[src/hdl/itf_pkg.sv]
// Shared types and constants for the integer text formatter.
// Used by itf_cell and integer_text_formatter_core; depends on nothing.
`default_nettype none

package itf_pkg;

    // Width of the number to print and of its bit counter.
    localparam int VALUE_W    = 64;
    localparam int BIT_CNT_W  = 6;

    // Digit cells in the chain: enough for the 20 decimal digits of 2^64 - 1.
    localparam int NUM_DIGITS = 20;

    // Field positions and lengths never exceed 21, so five bits hold them.
    localparam int LEN_W      = 5;

    // Conversion codes.
    localparam logic [1:0] OP_SDEC = 2'd0;
    localparam logic [1:0] OP_UDEC = 2'd1;
    localparam logic [1:0] OP_HEXL = 2'd2;
    localparam logic [1:0] OP_HEXU = 2'd3;

    // Bit positions inside pad_flags.
    localparam int FLAG_LEFT  = 0;
    localparam int FLAG_PLUS  = 1;
    localparam int FLAG_SPACE = 2;
    localparam int FLAG_ZERO  = 3;

    // ASCII characters the formatter produces.
    localparam logic [7:0] CH_SPACE = 8'h20;
    localparam logic [7:0] CH_PLUS  = 8'h2B;
    localparam logic [7:0] CH_MINUS = 8'h2D;
    localparam logic [7:0] CH_ZERO  = 8'h30;
    localparam logic [7:0] CH_UPPER = 8'h41;
    localparam logic [7:0] CH_LOWER = 8'h61;

    // What each digit cell does in a cycle.
    typedef enum logic [2:0] {
        CELL_HOLD,
        CELL_CLEAR,
        CELL_SHIFT_BCD,
        CELL_SHIFT_BIN,
        CELL_SHIFT_DIGIT
    } cell_mode_t;

    // Sequencer states.
    typedef enum logic [1:0] {
        ST_IDLE,
        ST_CONVERT,
        ST_ALIGN,
        ST_EMIT
    } state_t;

endpackage

`default_nettype wire

[src/hdl/itf_cell.sv]
// One four-bit digit cell of the conversion chain.
// Depends on itf_pkg for the cell mode type.
`default_nettype none

module itf_cell (
    input  wire logic                clk,
    input  wire itf_pkg::cell_mode_t mode,
    input  wire logic                bit_in,
    input  wire logic [3:0]          digit_in,
    output logic                     bit_out,
    output logic [3:0]               digit
);

    logic [3:0] digit_reg;
    logic [3:0] digit_next;
    logic [3:0] corrected;
    logic [3:0] shift_src;

    // Double dabble correction: a digit of five or more gets three added before the shift.
    assign corrected = (digit_reg >= 4'd5) ? (digit_reg + 4'd3) : digit_reg;
    assign shift_src = (mode == itf_pkg::CELL_SHIFT_BCD) ? corrected : digit_reg;
    assign bit_out   = shift_src[3];
    assign digit     = digit_reg;

    // Next digit for the selected operation.
    always_comb
    begin
        case (mode)
            itf_pkg::CELL_CLEAR:       digit_next = 4'd0;
            itf_pkg::CELL_SHIFT_BCD:   digit_next = {shift_src[2:0], bit_in};
            itf_pkg::CELL_SHIFT_BIN:   digit_next = {shift_src[2:0], bit_in};
            itf_pkg::CELL_SHIFT_DIGIT: digit_next = digit_in;
            default:                   digit_next = digit_reg;
        endcase
    end

    // Digit storage.
    always_ff @(posedge clk)
    begin
        digit_reg <= digit_next;
    end

endmodule

`default_nettype wire

[src/hdl/integer_text_formatter_core.sv]
// Integer to printf-style text formatter: sequencer, sign and padding logic.
// Depends on itf_pkg and instantiates a chain of itf_cell digit cells.
`default_nettype none

// One request carries a 64-bit number, a conversion code, padding flags and a
// field width; the block answers with 1 to 21 ASCII characters, the final one
// marked by last. The block accepts a request, shifts the value bit by bit
// through a row of 20 digit cells (with add-three correction for decimal),
// shifts the chain once per leading zero cell to put the top digit at the head,
// sizes the field, and then sends one character per cycle while the output is
// not stalled, each leaving through an output register. A new request is taken
// while the last character still waits.
module integer_text_formatter_core #(
    parameter int DEC_FIELD_MAX = 21,
    parameter int HEX_FIELD_MAX = 16
) (
    input  wire logic        clk,
    input  wire logic        rst_n,
    input  wire logic        in_valid,
    output logic             in_stall,
    input  wire logic [1:0]  opcode,
    input  wire logic [63:0] value,
    input  wire logic [3:0]  pad_flags,
    input  wire logic [7:0]  field_width,
    output logic             out_valid,
    input  wire logic        out_stall,
    output logic [7:0]       character,
    output logic             last
);

    localparam int ND = itf_pkg::NUM_DIGITS;
    localparam int LW = itf_pkg::LEN_W;
    localparam int VW = itf_pkg::VALUE_W;
    localparam int CW = itf_pkg::BIT_CNT_W;

    itf_pkg::state_t      state_reg, state_next;
    logic                 out_valid_reg, out_valid_next;
    logic [CW-1:0]        bit_cnt_reg, bit_cnt_next;
    logic [LW-1:0]        nd_reg, nd_next;
    logic [LW-1:0]        pos_reg, pos_next;
    logic [VW-1:0]        value_reg, value_next;
    logic                 hex_reg, hex_next;
    logic                 upper_reg, upper_next;
    logic                 left_reg, left_next;
    logic                 zpad_reg, zpad_next;
    logic                 has_sign_reg, has_sign_next;
    logic [7:0]           sign_char_reg, sign_char_next;
    logic [LW-1:0]        count_reg, count_next;
    logic [LW-1:0]        total_reg, total_next;
    logic [LW-1:0]        pad_reg, pad_next;
    logic [7:0]           character_reg, character_next;
    logic                 last_reg, last_next;

    itf_pkg::cell_mode_t  cell_mode;
    logic [ND:0]          bit_chain;
    logic [3:0]           digits [ND];
    logic [3:0]           top_digit;
    logic [7:0]           digit_char;
    logic                 in_accept;
    logic                 out_free;
    logic                 is_neg;
    logic [LW-1:0]        sign_len;
    logic [LW-1:0]        body_len;
    logic [LW-1:0]        sign_pad;

    // Digit cell chain: bits enter at cell 0, whole digits move toward the top cell.
    assign bit_chain[0] = value_reg[VW-1];

    for (genvar i = 0; i < ND; i++)
    begin : g_cell
        logic [3:0] digit_in;
        if (i == 0)
        begin : g_first
            assign digit_in = 4'd0;
        end
        else
        begin : g_rest
            assign digit_in = digits[i-1];
        end

        itf_cell u_cell (
            .clk      (clk),
            .mode     (cell_mode),
            .bit_in   (bit_chain[i]),
            .digit_in (digit_in),
            .bit_out  (bit_chain[i+1]),
            .digit    (digits[i])
        );
    end

    assign top_digit = digits[ND-1];

    // ASCII for the digit at the head of the chain.
    always_comb
    begin
        if (top_digit <= 4'd9)
        begin
            digit_char = itf_pkg::CH_ZERO + {4'd0, top_digit};
        end
        else
        begin
            digit_char = (upper_reg ? itf_pkg::CH_UPPER : itf_pkg::CH_LOWER)
                         + {4'd0, top_digit} - 8'd10;
        end
    end

    assign in_stall  = (state_reg != itf_pkg::ST_IDLE);
    assign in_accept = in_valid && !in_stall;
    assign out_free  = !out_valid_reg || !out_stall;
    assign is_neg    = (opcode == itf_pkg::OP_SDEC) && value[VW-1];
    assign sign_len  = {{(LW-1){1'b0}}, has_sign_reg};
    assign body_len  = nd_reg + sign_len;
    assign sign_pad  = sign_len + pad_reg;

    // Next state, datapath loads and cell control.
    always_comb
    begin
        state_next     = state_reg;
        out_valid_next = out_valid_reg;
        bit_cnt_next   = bit_cnt_reg;
        nd_next        = nd_reg;
        pos_next       = pos_reg;
        value_next     = value_reg;
        hex_next       = hex_reg;
        upper_next     = upper_reg;
        left_next      = left_reg;
        zpad_next      = zpad_reg;
        has_sign_next  = has_sign_reg;
        sign_char_next = sign_char_reg;
        count_next     = count_reg;
        total_next     = total_reg;
        pad_next       = pad_reg;
        character_next = character_reg;
        last_next      = last_reg;
        cell_mode      = itf_pkg::CELL_HOLD;

        // A character taken downstream frees the output register.
        if (out_valid_reg && !out_stall)
        begin
            out_valid_next = 1'b0;
        end

        case (state_reg)
            itf_pkg::ST_IDLE:
            begin
                if (in_valid)
                begin
                    hex_next   = opcode[1];
                    upper_next = (opcode == itf_pkg::OP_HEXU);
                    left_next  = pad_flags[itf_pkg::FLAG_LEFT];
                    zpad_next  = pad_flags[itf_pkg::FLAG_ZERO];
                    value_next = is_neg ? (~value + 64'd1) : value;
                    if (opcode[1])
                    begin
                        count_next = (field_width > 8'(HEX_FIELD_MAX))
                                     ? LW'(HEX_FIELD_MAX) : field_width[LW-1:0];
                        has_sign_next  = 1'b0;
                        sign_char_next = itf_pkg::CH_SPACE;
                    end
                    else
                    begin
                        count_next = (field_width > 8'(DEC_FIELD_MAX))
                                     ? LW'(DEC_FIELD_MAX) : field_width[LW-1:0];
                        has_sign_next = is_neg || pad_flags[itf_pkg::FLAG_PLUS]
                                        || pad_flags[itf_pkg::FLAG_SPACE];
                        if (is_neg)
                        begin
                            sign_char_next = itf_pkg::CH_MINUS;
                        end
                        else if (pad_flags[itf_pkg::FLAG_PLUS])
                        begin
                            sign_char_next = itf_pkg::CH_PLUS;
                        end
                        else
                        begin
                            sign_char_next = itf_pkg::CH_SPACE;
                        end
                    end
                    bit_cnt_next = '0;
                    nd_next      = LW'(ND);
                    cell_mode    = itf_pkg::CELL_CLEAR;
                    state_next   = itf_pkg::ST_CONVERT;
                end
            end

            itf_pkg::ST_CONVERT:
            begin
                cell_mode    = hex_reg ? itf_pkg::CELL_SHIFT_BIN : itf_pkg::CELL_SHIFT_BCD;
                value_next   = {value_reg[VW-2:0], 1'b0};
                bit_cnt_next = bit_cnt_reg + CW'(1);
                if (bit_cnt_reg == CW'(VW - 1))
                begin
                    state_next = itf_pkg::ST_ALIGN;
                end
            end

            itf_pkg::ST_ALIGN:
            begin
                // Drop leading zero digits, keeping at least one.
                if ((top_digit == 4'd0) && (nd_reg > LW'(1)))
                begin
                    cell_mode = itf_pkg::CELL_SHIFT_DIGIT;
                    nd_next   = nd_reg - LW'(1);
                end
                else
                begin
                    total_next = (count_reg > body_len) ? count_reg : body_len;
                    pad_next   = ((count_reg > body_len) ? count_reg : body_len) - body_len;
                    pos_next   = '0;
                    state_next = itf_pkg::ST_EMIT;
                end
            end

            itf_pkg::ST_EMIT:
            begin
                if (out_free)
                begin
                    out_valid_next = 1'b1;
                    last_next      = (pos_reg == total_reg - LW'(1));
                    pos_next       = pos_reg + LW'(1);
                    if (left_reg)
                    begin
                        // Sign, digits, then trailing blanks.
                        if (has_sign_reg && (pos_reg == '0))
                        begin
                            character_next = sign_char_reg;
                        end
                        else if (pos_reg < body_len)
                        begin
                            character_next = digit_char;
                            cell_mode      = itf_pkg::CELL_SHIFT_DIGIT;
                        end
                        else
                        begin
                            character_next = itf_pkg::CH_SPACE;
                        end
                    end
                    else if (zpad_reg)
                    begin
                        // Sign, zeros, then digits.
                        if (pos_reg < sign_len)
                        begin
                            character_next = sign_char_reg;
                        end
                        else if (pos_reg < sign_pad)
                        begin
                            character_next = itf_pkg::CH_ZERO;
                        end
                        else
                        begin
                            character_next = digit_char;
                            cell_mode      = itf_pkg::CELL_SHIFT_DIGIT;
                        end
                    end
                    else
                    begin
                        // Leading blanks, sign, then digits.
                        if (pos_reg < pad_reg)
                        begin
                            character_next = itf_pkg::CH_SPACE;
                        end
                        else if (has_sign_reg && (pos_reg == pad_reg))
                        begin
                            character_next = sign_char_reg;
                        end
                        else
                        begin
                            character_next = digit_char;
                            cell_mode      = itf_pkg::CELL_SHIFT_DIGIT;
                        end
                    end
                    if (pos_reg == total_reg - LW'(1))
                    begin
                        state_next = itf_pkg::ST_IDLE;
                    end
                end
            end

            default:
            begin
                state_next = itf_pkg::ST_IDLE;
            end
        endcase
    end

    // Sequencer and datapath registers.
    always_ff @(posedge clk or negedge rst_n)
    begin
        if (!rst_n)
        begin
            state_reg     <= itf_pkg::ST_IDLE;
            out_valid_reg <= 1'b0;
            bit_cnt_reg   <= '0;
            nd_reg        <= '0;
            pos_reg       <= '0;
        end
        else
        begin
            state_reg     <= state_next;
            out_valid_reg <= out_valid_next;
            bit_cnt_reg   <= bit_cnt_next;
            nd_reg        <= nd_next;
            pos_reg       <= pos_next;
        end
    end

    always_ff @(posedge clk)
    begin
        value_reg     <= value_next;
        hex_reg       <= hex_next;
        upper_reg     <= upper_next;
        left_reg      <= left_next;
        zpad_reg      <= zpad_next;
        has_sign_reg  <= has_sign_next;
        sign_char_reg <= sign_char_next;
        count_reg     <= count_next;
        total_reg     <= total_next;
        pad_reg       <= pad_next;
        character_reg <= character_next;
        last_reg      <= last_next;
    end

    assign out_valid = out_valid_reg;
    assign character = character_reg;
    assign last      = last_reg;

    // A request always starts a fresh conversion.
    a_accept_starts: assert property (@(posedge clk) disable iff (!rst_n)
        in_accept |=> (state_reg == itf_pkg::ST_CONVERT) && (bit_cnt_reg == '0))
        else $error("conversion did not start after a request");

    // Twenty decimal cells never overflow out of the top cell.
    a_no_bcd_overflow: assert property (@(posedge clk) disable iff (!rst_n)
        (cell_mode == itf_pkg::CELL_SHIFT_BCD) |-> !bit_chain[ND])
        else $error("decimal digit chain overflowed");

    // Alignment keeps at least one digit.
    a_digit_count: assert property (@(posedge clk) disable iff (!rst_n)
        (state_reg == itf_pkg::ST_ALIGN || state_reg == itf_pkg::ST_EMIT)
        |-> (nd_reg >= LW'(1)) && (nd_reg <= LW'(ND)))
        else $error("digit count out of range");

    // The emit position never runs past the field.
    a_pos_bound: assert property (@(posedge clk) disable iff (!rst_n)
        (state_reg == itf_pkg::ST_EMIT) |-> (pos_reg < total_reg))
        else $error("character position past end of field");

endmodule

`default_nettype wire
[config.mk]
export PLATFORM = sky130hd
export DESIGN_NAME = integer_text_formatter_core
export DESIGN_NICKNAME = d
export VERILOG_FILES = /design/src/hdl/itf_pkg.sv /design/src/hdl/itf_cell.sv /design/src/hdl/integer_text_formatter_core.sv
export SDC_FILE = /design/constraint.sdc
export NUM_CORES = 1
export LEC_CHECK = 0
export BUFFER_PORTS_ARGS = -buffer_cell sky130_fd_sc_hd__buf_2
export CAP_MARGIN = 20
export CORE_MARGIN = 1.5
export CORE_UTILIZATION = 44
export DETAILED_ROUTE_END_ITERATION = 10
export GPL_TIMING_DRIVEN = 0
export PLACE_DENSITY = 0.63
export SKIP_LAST_GASP = 1
export SYNTH_ARGS = -nofsm -noshare
export SYNTH_HDL_FRONTEND = slang
export SYNTH_SLANG_ARGS = --single-unit
[constraint.sdc]
create_clock -name clk -period 8.7 [get_ports clk]
set_input_delay 2.175 -clock clk [delete_from_list [all_inputs] [get_ports clk]]
set_output_delay 2.175 -clock clk [all_outputs]
set_load 0.02 [all_outputs]
Word level (Yosys, flattened, before mapping)
Cells that the tools add are included.
- add/subtract/negate cells: 31
- magnitude comparators: 29
- equality and inequality tests: 17
- multiplexer cells: 109
- bitwise logic cells: 2
- reduce and logical (&&, ||, !) cells: 30
- operators with widths (kind ; number):
    $pmux 4 s3 ; 19
    $mux 4 ; 40
    $mux 64 ; 2
    $pmux 64 s2 ; 1
    $ge 4x3->1 const B ; 20
    $add 4x2->4 const B ; 19
    $mux 8 ; 9
    $add 64x1->64 const B ; 1
    $not 64->64 ; 1
    $mux 5 ; 8
    $mux 3 ; 12
    $pmux 5 s2 ; 2
    $gt 8x5->1 const B ; 2
    $lt 5x5->1 ; 3
    $mux 6 ; 2
    $ne 2x2->1 const B ; 6
    $pmux 3 s4 ; 1
    $pmux 6 s2 ; 1
    $eq 5x5->1 ; 2
    $mux 2 ; 5
    $reduce_bool 2->1 ; 5
    $sub 5x1->5 const B ; 2
    $add 7x4->8 ; 1
    $pmux 2 s4 ; 1
    32 further kinds ; 53
- register bits: 200
- input port bits: 82
- output and inout port bits: 11
- logic and storage cells: 256

Longest topological paths before layout
Gate-level depths: netlist of run 1.
- depth after elaboration: 11
- depth in mapped cells: 17
- gate-level depth less buffers: 17

Modules after synthesis
Synthesis of run 1 repeated with hierarchy kept, for this count alone.
- cell total of the unflattened synthesis: 1398
- area total of the unflattened synthesis: 13784.5 sq um
- modules (own cells, without submodules) (module ; times used ; cells each ; area an instance (sq um)):
    integer_text_formatter_core ; 1 ; 798 ; 7678.6
    itf_cell ; 20 ; 30 ; 305.3

Worst setup path before layout of run 1
No wires, ideal clock.
- path type: in2reg
- start point: input port out_stall
- end point: register g_cell[10].u_cell.digit_reg[0], enable pin
- arrival: 4790 ps
- slack: 3474 ps
- stages on the path: 7
- buffers on the path: 1
- path through: nand2_1 > and2_1 > clkbuf_1 > o21ai_0 > a21oi_1 > o31ai_1 > nand2_1
- longest elaborated chain between the ends: 7
- ends and longest elaborated chain (what ; RTL line ; text):
    start: declaration ; integer_text_formatter_core.sv:26 ; input wire logic out_stall,
    $logic_not 1->1 (*) ; integer_text_formatter_core.sv:109 ; assign out_free = !out_valid_reg || !out_stall;
    $logic_or 1x1->1 (*) ; integer_text_formatter_core.sv:109 ;
    $mux 3 (*) ; integer_text_formatter_core.sv:216 ; if (out_free)
    $pmux 3 s4 (*) ; integer_text_formatter_core.sv:143 ; case (state_reg)
    $eq 3x2->1 ; itf_cell.sv:28 ; case (mode)
    $reduce_or 2->1 (no source line) ; n/a ;
    $reduce_bool 3->1 (no source line) (*) ; n/a ;
    end signal: assignment ; itf_cell.sv:40 ; digit_reg <= digit_next;
    end: declaration ; itf_cell.sv:14 ; logic [3:0] digit_reg;
Mark *: on every way between the ends. The rest lies on a longest branch, timed or not.
A chain may end at the register's enable or synchronous reset.

Worst setup path after layout of run 1
- start point: input port out_stall
- end point: register g_cell[0].u_cell.digit_reg[2], data pin
- longest elaborated chain between the ends: 7
- ends and longest elaborated chain (what ; RTL line):
    $logic_not 1->1 (*) ; integer_text_formatter_core.sv:109
    $logic_or 1x1->1 (*) ; integer_text_formatter_core.sv:109
    $mux 3 (*) ; integer_text_formatter_core.sv:216
    $pmux 3 s4 (*) ; integer_text_formatter_core.sv:143
    $eq 3x2->1 (tied with other cells) ; itf_cell.sv:21, itf_cell.sv:28
    $mux 4 / $reduce_or 2->1 (equally long branches) ; n/a
    $pmux 4 s2 (*) ; itf_cell.sv:28
    end signal: assignment ; itf_cell.sv:40
    end: declaration ; itf_cell.sv:14
Marks and branches as above.

==> flow_summary.ini, run 1 <==
[global_route]
first_global_vias = 11175
grt_max_degree = 66
antenna_found_initial = 0
grt_pass1_wl_microns = 61200
grt_usage = 0.252
overflow = 0

[setup_path]
r2r_cells = 13
r2r-start = nd_reg[0]
critPathKind = input port to register
r2r_setup_slack_ns = 3.83
worstPathArrival_ns = 5.73
critical_path.endpoint = g_cell[0].u_cell.digit[2]
crit_path_max_fanout = 12
crit_required_ns = 8.97
cp-start-kind = input port
critPathCaptureType = register
r2r_end = g_cell[0].u_cell.digit[2]
crit_start = out_stall

[layout]
nNetsFinal = 1701
area_growth_pct = 11.6
n_fill_cell = 2795
layout_commonest_cell = edfxtp_1
diodes = 0
layout_common_cells = edfxtp_1 (175), nand2_1 (139), nor2_1 (131)
multiInputGateArea_sq_um = 7160
largest_reg_flops = 80
stdcell_count = 1943
design_area_sq_um = 15000
drive_above_1_share = 0.102
ff_latch_area_sq_um = 5730

[die]
placement_rows = 63
pin_count = 93
die_height_microns = 178
chipWidth_microns = 178
fp.coreArea_sq_um = 29900
dieArea_sq_um = 31700
initial_core_util = 0.451

[logic_synthesis]
synth.avg_cell_area_sq_um = 9.45
netlist_area_sq_um = 13500
async_reset_ff_frac = 0.0979
synth_edf_count = 175
synth.net_count = 1588
synth.distinct_cells = 78
synth_cells = 1427
synth_top_area_frac = 0.390
ys_top_cells_by_area = edfxtp_1 (39%), ha_1 (7.2%), o21ai_0 (4.6%), a221o_1 (4.4%), nand2_1 (3.9%)
ys_seq_elements = 194
synth_top_cell_by_area = edfxtp_1
synth_ff_type = edfxtp_1
yosysSeqAreaShare = 0.425
ys_warn_count = 0

[drt]
vias = 11747
routed_via_density = 6.05
wire_per_inst_microns = 20.0
firstDrtPassIters = 6
drc = 0
drtIter0Drc = 1167
finalWirelength_microns = 38900
ant_nets = 0

[clock_tree]
cts.sinks = 194
cts_hold_buf = 0
ctsLongestPathBuffers = 2
clk_latency_ns = 0.45
ctsHtreeMaxLevel = 4
post_cts_buffers = 0
cts-buffers-inserted = 17
cts_tree = built
cts_root_buf = clkbuf_16
clkTransAtPathRegs_ns = 0.08
ctsResizeCount = 0

[sta]
rsz0062_at_grt = no
setup_viol = 0
clock.fmax_ghz = 0.183
period_share = 0.627
fin_setup_tns_ns = 0
slew_violations = 0
timing.final.hold_violations = 0
slew-limit-headroom = 0.268
skew_ns = 0.0165
fin_crit_ns = 5.45
tightestPinTransition_ns = 1.10

[placed_design]
dp.cells = 1911
hpwl_microns = 27300
post_dp_cell_area_sq_um = 14500
place_congestion = 0.894
port_buffers = 91

[pwr]
p_leak_nw = 5.66
vdd_drop_max_mv = 0.206
power_density_nw_per_um2 = 396

[hold_path]
min_path_type = register to register

[status]
outcome = complete, no violations

[run]
maxCapViolCount = 0
## report_power, final
group	total (W)	switching, W	internal (W)	leakage, nW
Sequential	0.00217	0.000401	0.00177	1.96
Clock	0.000796	0.000413	0.000384	0.280
Combinational	0.00299	0.00196	0.00102	3.43
## through the flow
stage | worst slack [ns] | hold slack [ns] | total power, W | utilization
2_1_floorplan | 3.47 | 0.497 | 0.00415 | -
3_3_place_gp | 2.07 | 0.506 | 0.00503 | 0.483
3_5_place_dp | 2.94 | 0.515 | 0.00511 | 0.484
4_1_cts | 3.40 | 0.534 | 0.00591 | 0.504
5_1_grt | 3.14 | 0.551 | 0.00637 | 0.504
6_report | 3.25 | 0.534 | 0.00595 | 0.504
## how the worst min path moves through the flow
stage / start / to / cells after the start / slack, ns
floorplan: bit_cnt_reg[1] / bit_cnt_reg[1] / 2 / 0.50
global placement: value_reg[38] / value_reg[39] / 2 / 0.51
detailed placement: value_reg[57] / value_reg[58] / 2 / 0.51
CTS: value_reg[42] / value_reg[43] / 2 / 0.53
global route: value_reg[42] / value_reg[43] / 2 / 0.55
finish: value_reg[42] / value_reg[43] / 2 / 0.53
## worst max-delay path, stage by stage
cell,delay (ns)
buf_2,0.11
nand2_1,0.12
and2_1,0.14
clkbuf_1,0.49
o211ai_1,0.20
a21oi_1,0.88
buf_2,0.44
clkbuf_1,0.70
o21ai_0,0.20
a211oi_1,0.25
## metal layers
layer / wire [microns] / track usage / part of all wire / vias up
met4: 1050 / 0.0924 / 0.027 / 0
met5: 0 / 0 / 0 / -
met2: 17400 / 0.391 / 0.45 / 539
li1: - / - / - / 5557
met3: 2810 / 0.0382 / 0.072 / 93
met1: 17600 / 0.355 / 0.45 / 5558
## area by class of cell
type | instances | share of cell area
Clock inverter | 14 | 0.00964
Clock buffer | 18 | 0.0285
Multi-Input combinational cell | 1075 | 0.476
Buffer | 81 | 0.0210
Inverter | 77 | 0.0192
Tap cell | 390 | 0.0324
Timing Repair Buffer | 94 | 0.0323
Sequential cell | 194 | 0.381
## cells in the mapped netlist (14+ instances only)
cell	number
nor3_1	57
dfrtp_1	19
nand2b_1	51
o2bb2ai_1	18
o311a_1	19
o21ai_0	125
a211oi_1	43
inv_1	76
ha_1	78
nand2_1	141
a21oi_1	76
xnor2_1	51
nor2_1	131
nand3_1	14
xor2_1	34
clkbuf_1	69
edfxtp_1	175
a221o_1	59
o31ai_1	30
## cells by family (layout without fill, tap and decap cells)
group                      after synthesis  in the layout  share of synthesized area
other                                    1              1                   0.000278
adders and majority gates               79             79                     0.0739
buffers and inverters                  158            284                     0.0448
and+or+nand+nor                        458            458                      0.162
AOI/OAI and AO/OA                      434            434                      0.224
xor gates and xnor gates                85             85                     0.0552
muxes                                   18             18                     0.0144
DFF                                    194            194                      0.425
No activity file was read; power rests on OpenSTA's default activity.
==> run 2, diff against run 1 <==
- ABC_AREA: default -> 1
- PLACE_DENSITY: 0.63 -> 0.65
- clock period: 8.7 -> 4.5 ns (I/O delays scaled with it)
==> flow_summary.ini, run 2 <==
[sta]
skew_ns = 0.0122
fin_crit_ns = 3.94
whs_ns = 0.523
clock.fmax_ghz = 0.254
slew_violations = 0
period_share = 0.876
tightestPinTransition_ns = 1.04
rsz0062_at_grt = no
slew-limit-headroom = 0.304
timing.final.hold_violations = 0
setup_viol = 0

[clock_tree]
cts_hold_buf = 0
cts_root_buf = clkbuf_16
cts_tree = built
cts.sinks = 194
ctsResizeCount = 0
cts-buffers-inserted = 17
ctsLongestPathBuffers = 2
clkTransAtPathRegs_ns = 0.08
clk_latency_ns = 0.46
ctsHtreeMaxLevel = 4
post_cts_buffers = 0

[setup_path]
worstPathArrival_ns = 4.09
crit_path_max_fanout = 44
critPathCaptureType = register
cp-start-kind = register
crit_required_ns = 4.64
critPathKind = register to register

[run]
maxCapViolCount = 0

[die]
initial_core_util = 0.449
pin_count = 93
dieArea_sq_um = 34400
die_height_microns = 185
chipWidth_microns = 185
fp.coreArea_sq_um = 32600
placement_rows = 66

[layout]
layout_commonest_cell = nand2_1
nNetsFinal = 2247
area_growth_pct = 11.5
drive_above_1_share = 0.101
multiInputGateArea_sq_um = 7620
layout_common_cells = nand2_1 (514), inv_1 (223), nand3_1 (219)
diodes = 0
fin_util = 0.500
largest_reg_flops = 80
n_fill_cell = 3208
ff_latch_area_sq_um = 5730

[pwr]
comb_power_share = 0.509
power_density_nw_per_um2 = 680
sequentialPowerShare = 0.352
vdd_drop_max_mv = 0.357
switching_power_w = 0.00522
clkPwrFrac = 0.139
finalPower_w = 0.0111
switching_share = 0.471
p_leak_nw = 7.31
power.internal_w = 0.00587

[global_route]
first_global_vias = 12880
antenna_found_initial = 0
grt_max_degree = 45
grt_pass1_wl_microns = 67800
grt_usage = 0.256
overflow = 0

[placed_design]
port_buffers = 91
hpwl_microns = 31300
place_congestion = 0.955

[logic_synthesis]
synth.avg_cell_area_sq_um = 7.42
ys_warn_count = 0
ys_seq_elements = 194
synth_top_cell_by_area = edfxtp_1
yosysSeqAreaShare = 0.392
async_reset_ff_frac = 0.0979
synth_cells = 1973
synth.net_count = 2134
synth_ff_type = edfxtp_1
synth.distinct_cells = 53
synth_commonest_cells = nand2_1 (514), inv_1 (223), nand3_1 (220), nor2_1 (194), edfxtp_1 (175)
netlist_area_sq_um = 14600
synth_most_common_cell = nand2_1
synth_edf_count = 175
synth_top_area_frac = 0.359
ys_top_cells_by_area = edfxtp_1 (36%), nand2_1 (13%), nand3_1 (7.5%), ha_1 (6.7%), inv_1 (5.7%)

[drt]
drc = 0
firstDrtPassIters = 5
drtIter0Drc = 1349
vias = 13890
wire_per_inst_microns = 16.8
finalWirelength_microns = 42700
ant_nets = 0
routed_via_density = 5.47

[hold_path]
min_path_type = register to register

[status]
outcome = complete, no violations
==> run 2: kinds of logic after synthesis <==
kind of cell | share of synthesized area
mux | 0.00299
fa+ha+maj | 0.0681
buf+inv | 0.0888
simple gates | 0.298
xor+xnor | 0.0359
compound gates | 0.114
flops | 0.392
other cells | 0.000256
==> run 2: per-stage QoR <==
| stage | setup WS [ns] | cell area, sq um | instances | setup TNS, ns |
|---|---|---|---|---|
| floorplan | 0.537 | 14600 | 1973 | 0 |
| global placement | -0.730 | 15600 | 2506 | -55.12 |
| detailed placement | 0.552 | 15700 | 2509 | 0 |
| CTS | 0.520 | 16300 | 2541 | 0 |
| global route | 0.293 | 16300 | 2541 | 0 |
| finish | 0.559 | 16300 | 2541 | 0 |
==> run 2: layout make-up <==
type | instances | area share
multi-input combinational | 1470 | 0.467
sequential | 194 | 0.351
inverter | 242 | 0.0557
tap | 442 | 0.0339
timing repair buffer | 94 | 0.0330
clock buffer | 18 | 0.0276
buffer | 67 | 0.0240
clock inverter | 14 | 0.00736
==> run 2: worst max-delay path: stages (launching register included) <==
cell and delay [ns]:
edfxtp_1 0.49, ha_1 0.25, ha_1 0.21, nand3_1 0.10, xor2_1 0.33, ha_1 0.32, nand2_1 0.06, inv_1 0.05
o21ai_1 0.09, nand4_2 0.21, nand2_1 0.15, nand3_2 0.10, nand2_2 0.12, nand2_4 0.09, buf_6 0.17, buf_6 0.16
nand3_4 0.38, buf_16 0.32
==> run 2: power groups by stage <==
| stage | Clock, W | Combinational [W] | Sequential (W) |
|---|---|---|---|
| after floorplan | 0 | 0.00402 | 0.00376 |
| after global placement | 0 | 0.00526 | 0.00397 |
| after detailed placement | 0 | 0.00556 | 0.00392 |
| after CTS | 0.00156 | 0.00560 | 0.00389 |
| after global routing | 0.00162 | 0.00638 | 0.00401 |
| final | 0.00154 | 0.00564 | 0.00391 |
==> run 2: path summary, 6_finish.rpt <==
| path | start | end | slack [ns] | depth (start not counted) |
|---|---|---|---|---|
| setup / recovery | has_sign_reg | g_cell[2].u_cell.digit[3] | 0.56 | 17 |
| hold / removal | value_reg[49] | value_reg[50] | 0.52 | 2 |
| setup reg to reg | has_sign_reg | g_cell[2].u_cell.digit[3] | 0.56 | 17 |
| hold reg to reg | value_reg[49] | value_reg[50] | 0.52 | 2 |
| max in group asynchronous | rst_n | pos_reg[2] | 3.58 | 1 |
| min in group asynchronous | rst_n | bit_cnt_reg[1] | 0.61 | 1 |
==> run 2: per-layer routing <==
| layer | routed length (microns) | global-route usage | share of wire | up-vias |
|---|---|---|---|---|
| met3 | 2760 | 0.0376 | 0.065 | 67 |
| li1 | - | - | - | 6811 |
| met1 | 20100 | 0.362 | 0.47 | 6515 |
| met5 | 0 | 0 | 0 | - |
| met2 | 18800 | 0.399 | 0.44 | 497 |
| met4 | 1040 | 0.0868 | 0.024 | 0 |
==> run 3, diff against run 2 <==
- CAP_MARGIN: 20 -> 40
- PLACE_DENSITY: 0.65 -> 0.7
==> flow_summary.ini, run 3 (same netlist as run 2, synthesis figures left out) <==
[status]
outcome = complete, no violations

[sta]
slew-limit-headroom = 0.461
setup_viol = 0
timing.final.hold_violations = 0
fin_crit_ns = 4.02
rsz0062_at_grt = no
tightestPinTransition_ns = 0.809
slew_violations = 0
clock.fmax_ghz = 0.249
skew_ns = 0.0112
period_share = 0.894
layout_setup_ws_ns = 0.477

[drt]
finalWirelength_microns = 42600
firstDrtPassIters = 5
vias = 13926
ant_nets = 0
drc = 0
wire_per_inst_microns = 16.8
routed_via_density = 5.48
drtIter0Drc = 1482

[clock_tree]
cts_tree = built
ctsHtreeMaxLevel = 4
ctsLongestPathBuffers = 2
cts_hold_buf = 0
clk_latency_ns = 0.46
cts-buffers-inserted = 17
cts_root_buf = clkbuf_16
ctsResizeCount = 0
clkTransAtPathRegs_ns = 0.08
cts.sinks = 194
post_cts_buffers = 0

[setup_path]
critPathKind = register to register
critPathCaptureType = register
cp-start-kind = register
crit_required_ns = 4.64
worstPathArrival_ns = 4.16
crit_start = has_sign_reg
crit_path_max_fanout = 44
r2r-start = has_sign_reg

[global_route]
overflow = 0
first_global_vias = 12979
antenna_found_initial = 0
grt_usage = 0.255
grt_pass1_wl_microns = 67900
grt_max_degree = 45

[pwr]
p_leak_nw = 7.32
finalPower_w = 0.0111
power_density_nw_per_um2 = 681
vdd_drop_max_mv = 0.395

[die]
fp.coreArea_sq_um = 32600
dieArea_sq_um = 34400
chipWidth_microns = 185
initial_core_util = 0.449
die_height_microns = 185
placement_rows = 66
pin_count = 93

[hold_path]
min_path_type = register to register
hold_start = value_reg[61]

[layout]
layout_common_cells = nand2_1 (514), inv_1 (223), nand3_1 (219)
largest_reg_flops = 80
nNetsFinal = 2248
layout_commonest_cell = nand2_1
diodes = 0
n_fill_cell = 3161
area_growth_pct = 11.6
drive_above_1_share = 0.102

[placed_design]
port_buffers = 91
place_congestion = 0.949
hpwl_microns = 31700
pre_cts_ws_ns = 0.587

[run]
maxCapViolCount = 0
-- run 3: final cells by class --
class	count	area (sq um)	share of cell area
inverters	242	908	0.0556
well taps	442	553	0.0339
flip-flops and latches	194	5730	0.351
clock buffers	17	425	0.0260
clock inverters	15	173	0.0106
repair buffers	95	531	0.0325
plain buffers	67	392	0.0240
multi-input cells	1470	7620	0.467
-- run 3: power by group --
part	switching (W)	internal, W
logic	0.00372	0.00187
registers	0.000689	0.00323
clock network	0.000781	0.000836
total	0.00519	0.00593
-- run 3: critical path: stages, from the launching register on --
cell and delay (ns):
edfxtp_1 0.51, ha_1 0.25, ha_1 0.21, nand3_1 0.12, xor2_1 0.38, ha_1 0.34, nand2_1 0.07, inv_1 0.05
o21ai_1 0.09, nand4_2 0.21, nand2_1 0.16, nand3_2 0.10, nand2_2 0.09, nand2_4 0.09, buf_6 0.17, buf_6 0.16
nand3_4 0.36, buf_16 0.30
-- run 3: per-stage QoR --
step / setup TNS, ns / util / cell area [sq um] / hold WS [ns] / std cells
floorplan: 0 / - / 14600 / 0.494 / 1973
global placement: -45.43 / 0.480 / 15600 / 0.503 / 2506
detailed placement: 0 / 0.482 / 15700 / 0.506 / 2510
CTS: 0 / 0.501 / 16300 / 0.522 / 2542
global route: 0 / 0.501 / 16300 / 0.534 / 2542
finish: 0 / 0.501 / 16300 / 0.526 / 2542
-- run 3: worst paths after layout --
check	to	slack (ns)	cells past startpoint
setup / recovery	g_cell[16].u_cell.digit[2]	0.48	17
hold / removal	value_reg[62]	0.53	2
setup reg to reg	g_cell[16].u_cell.digit[2]	0.48	17
hold reg to reg	value_reg[62]	0.53	2
max in group asynchronous	pos_reg[1]	3.56	1
min in group asynchronous	bit_cnt_reg[0]	0.61	1
-- run 3: metal layers --
layer  vias up  track usage  routed length, microns
met5         -            0                       0
met2       610        0.410                   19300
li1       6815            -                       -
met4         0       0.0891                    1100
met3        78       0.0362                    3460
met1      6423        0.349                   18700
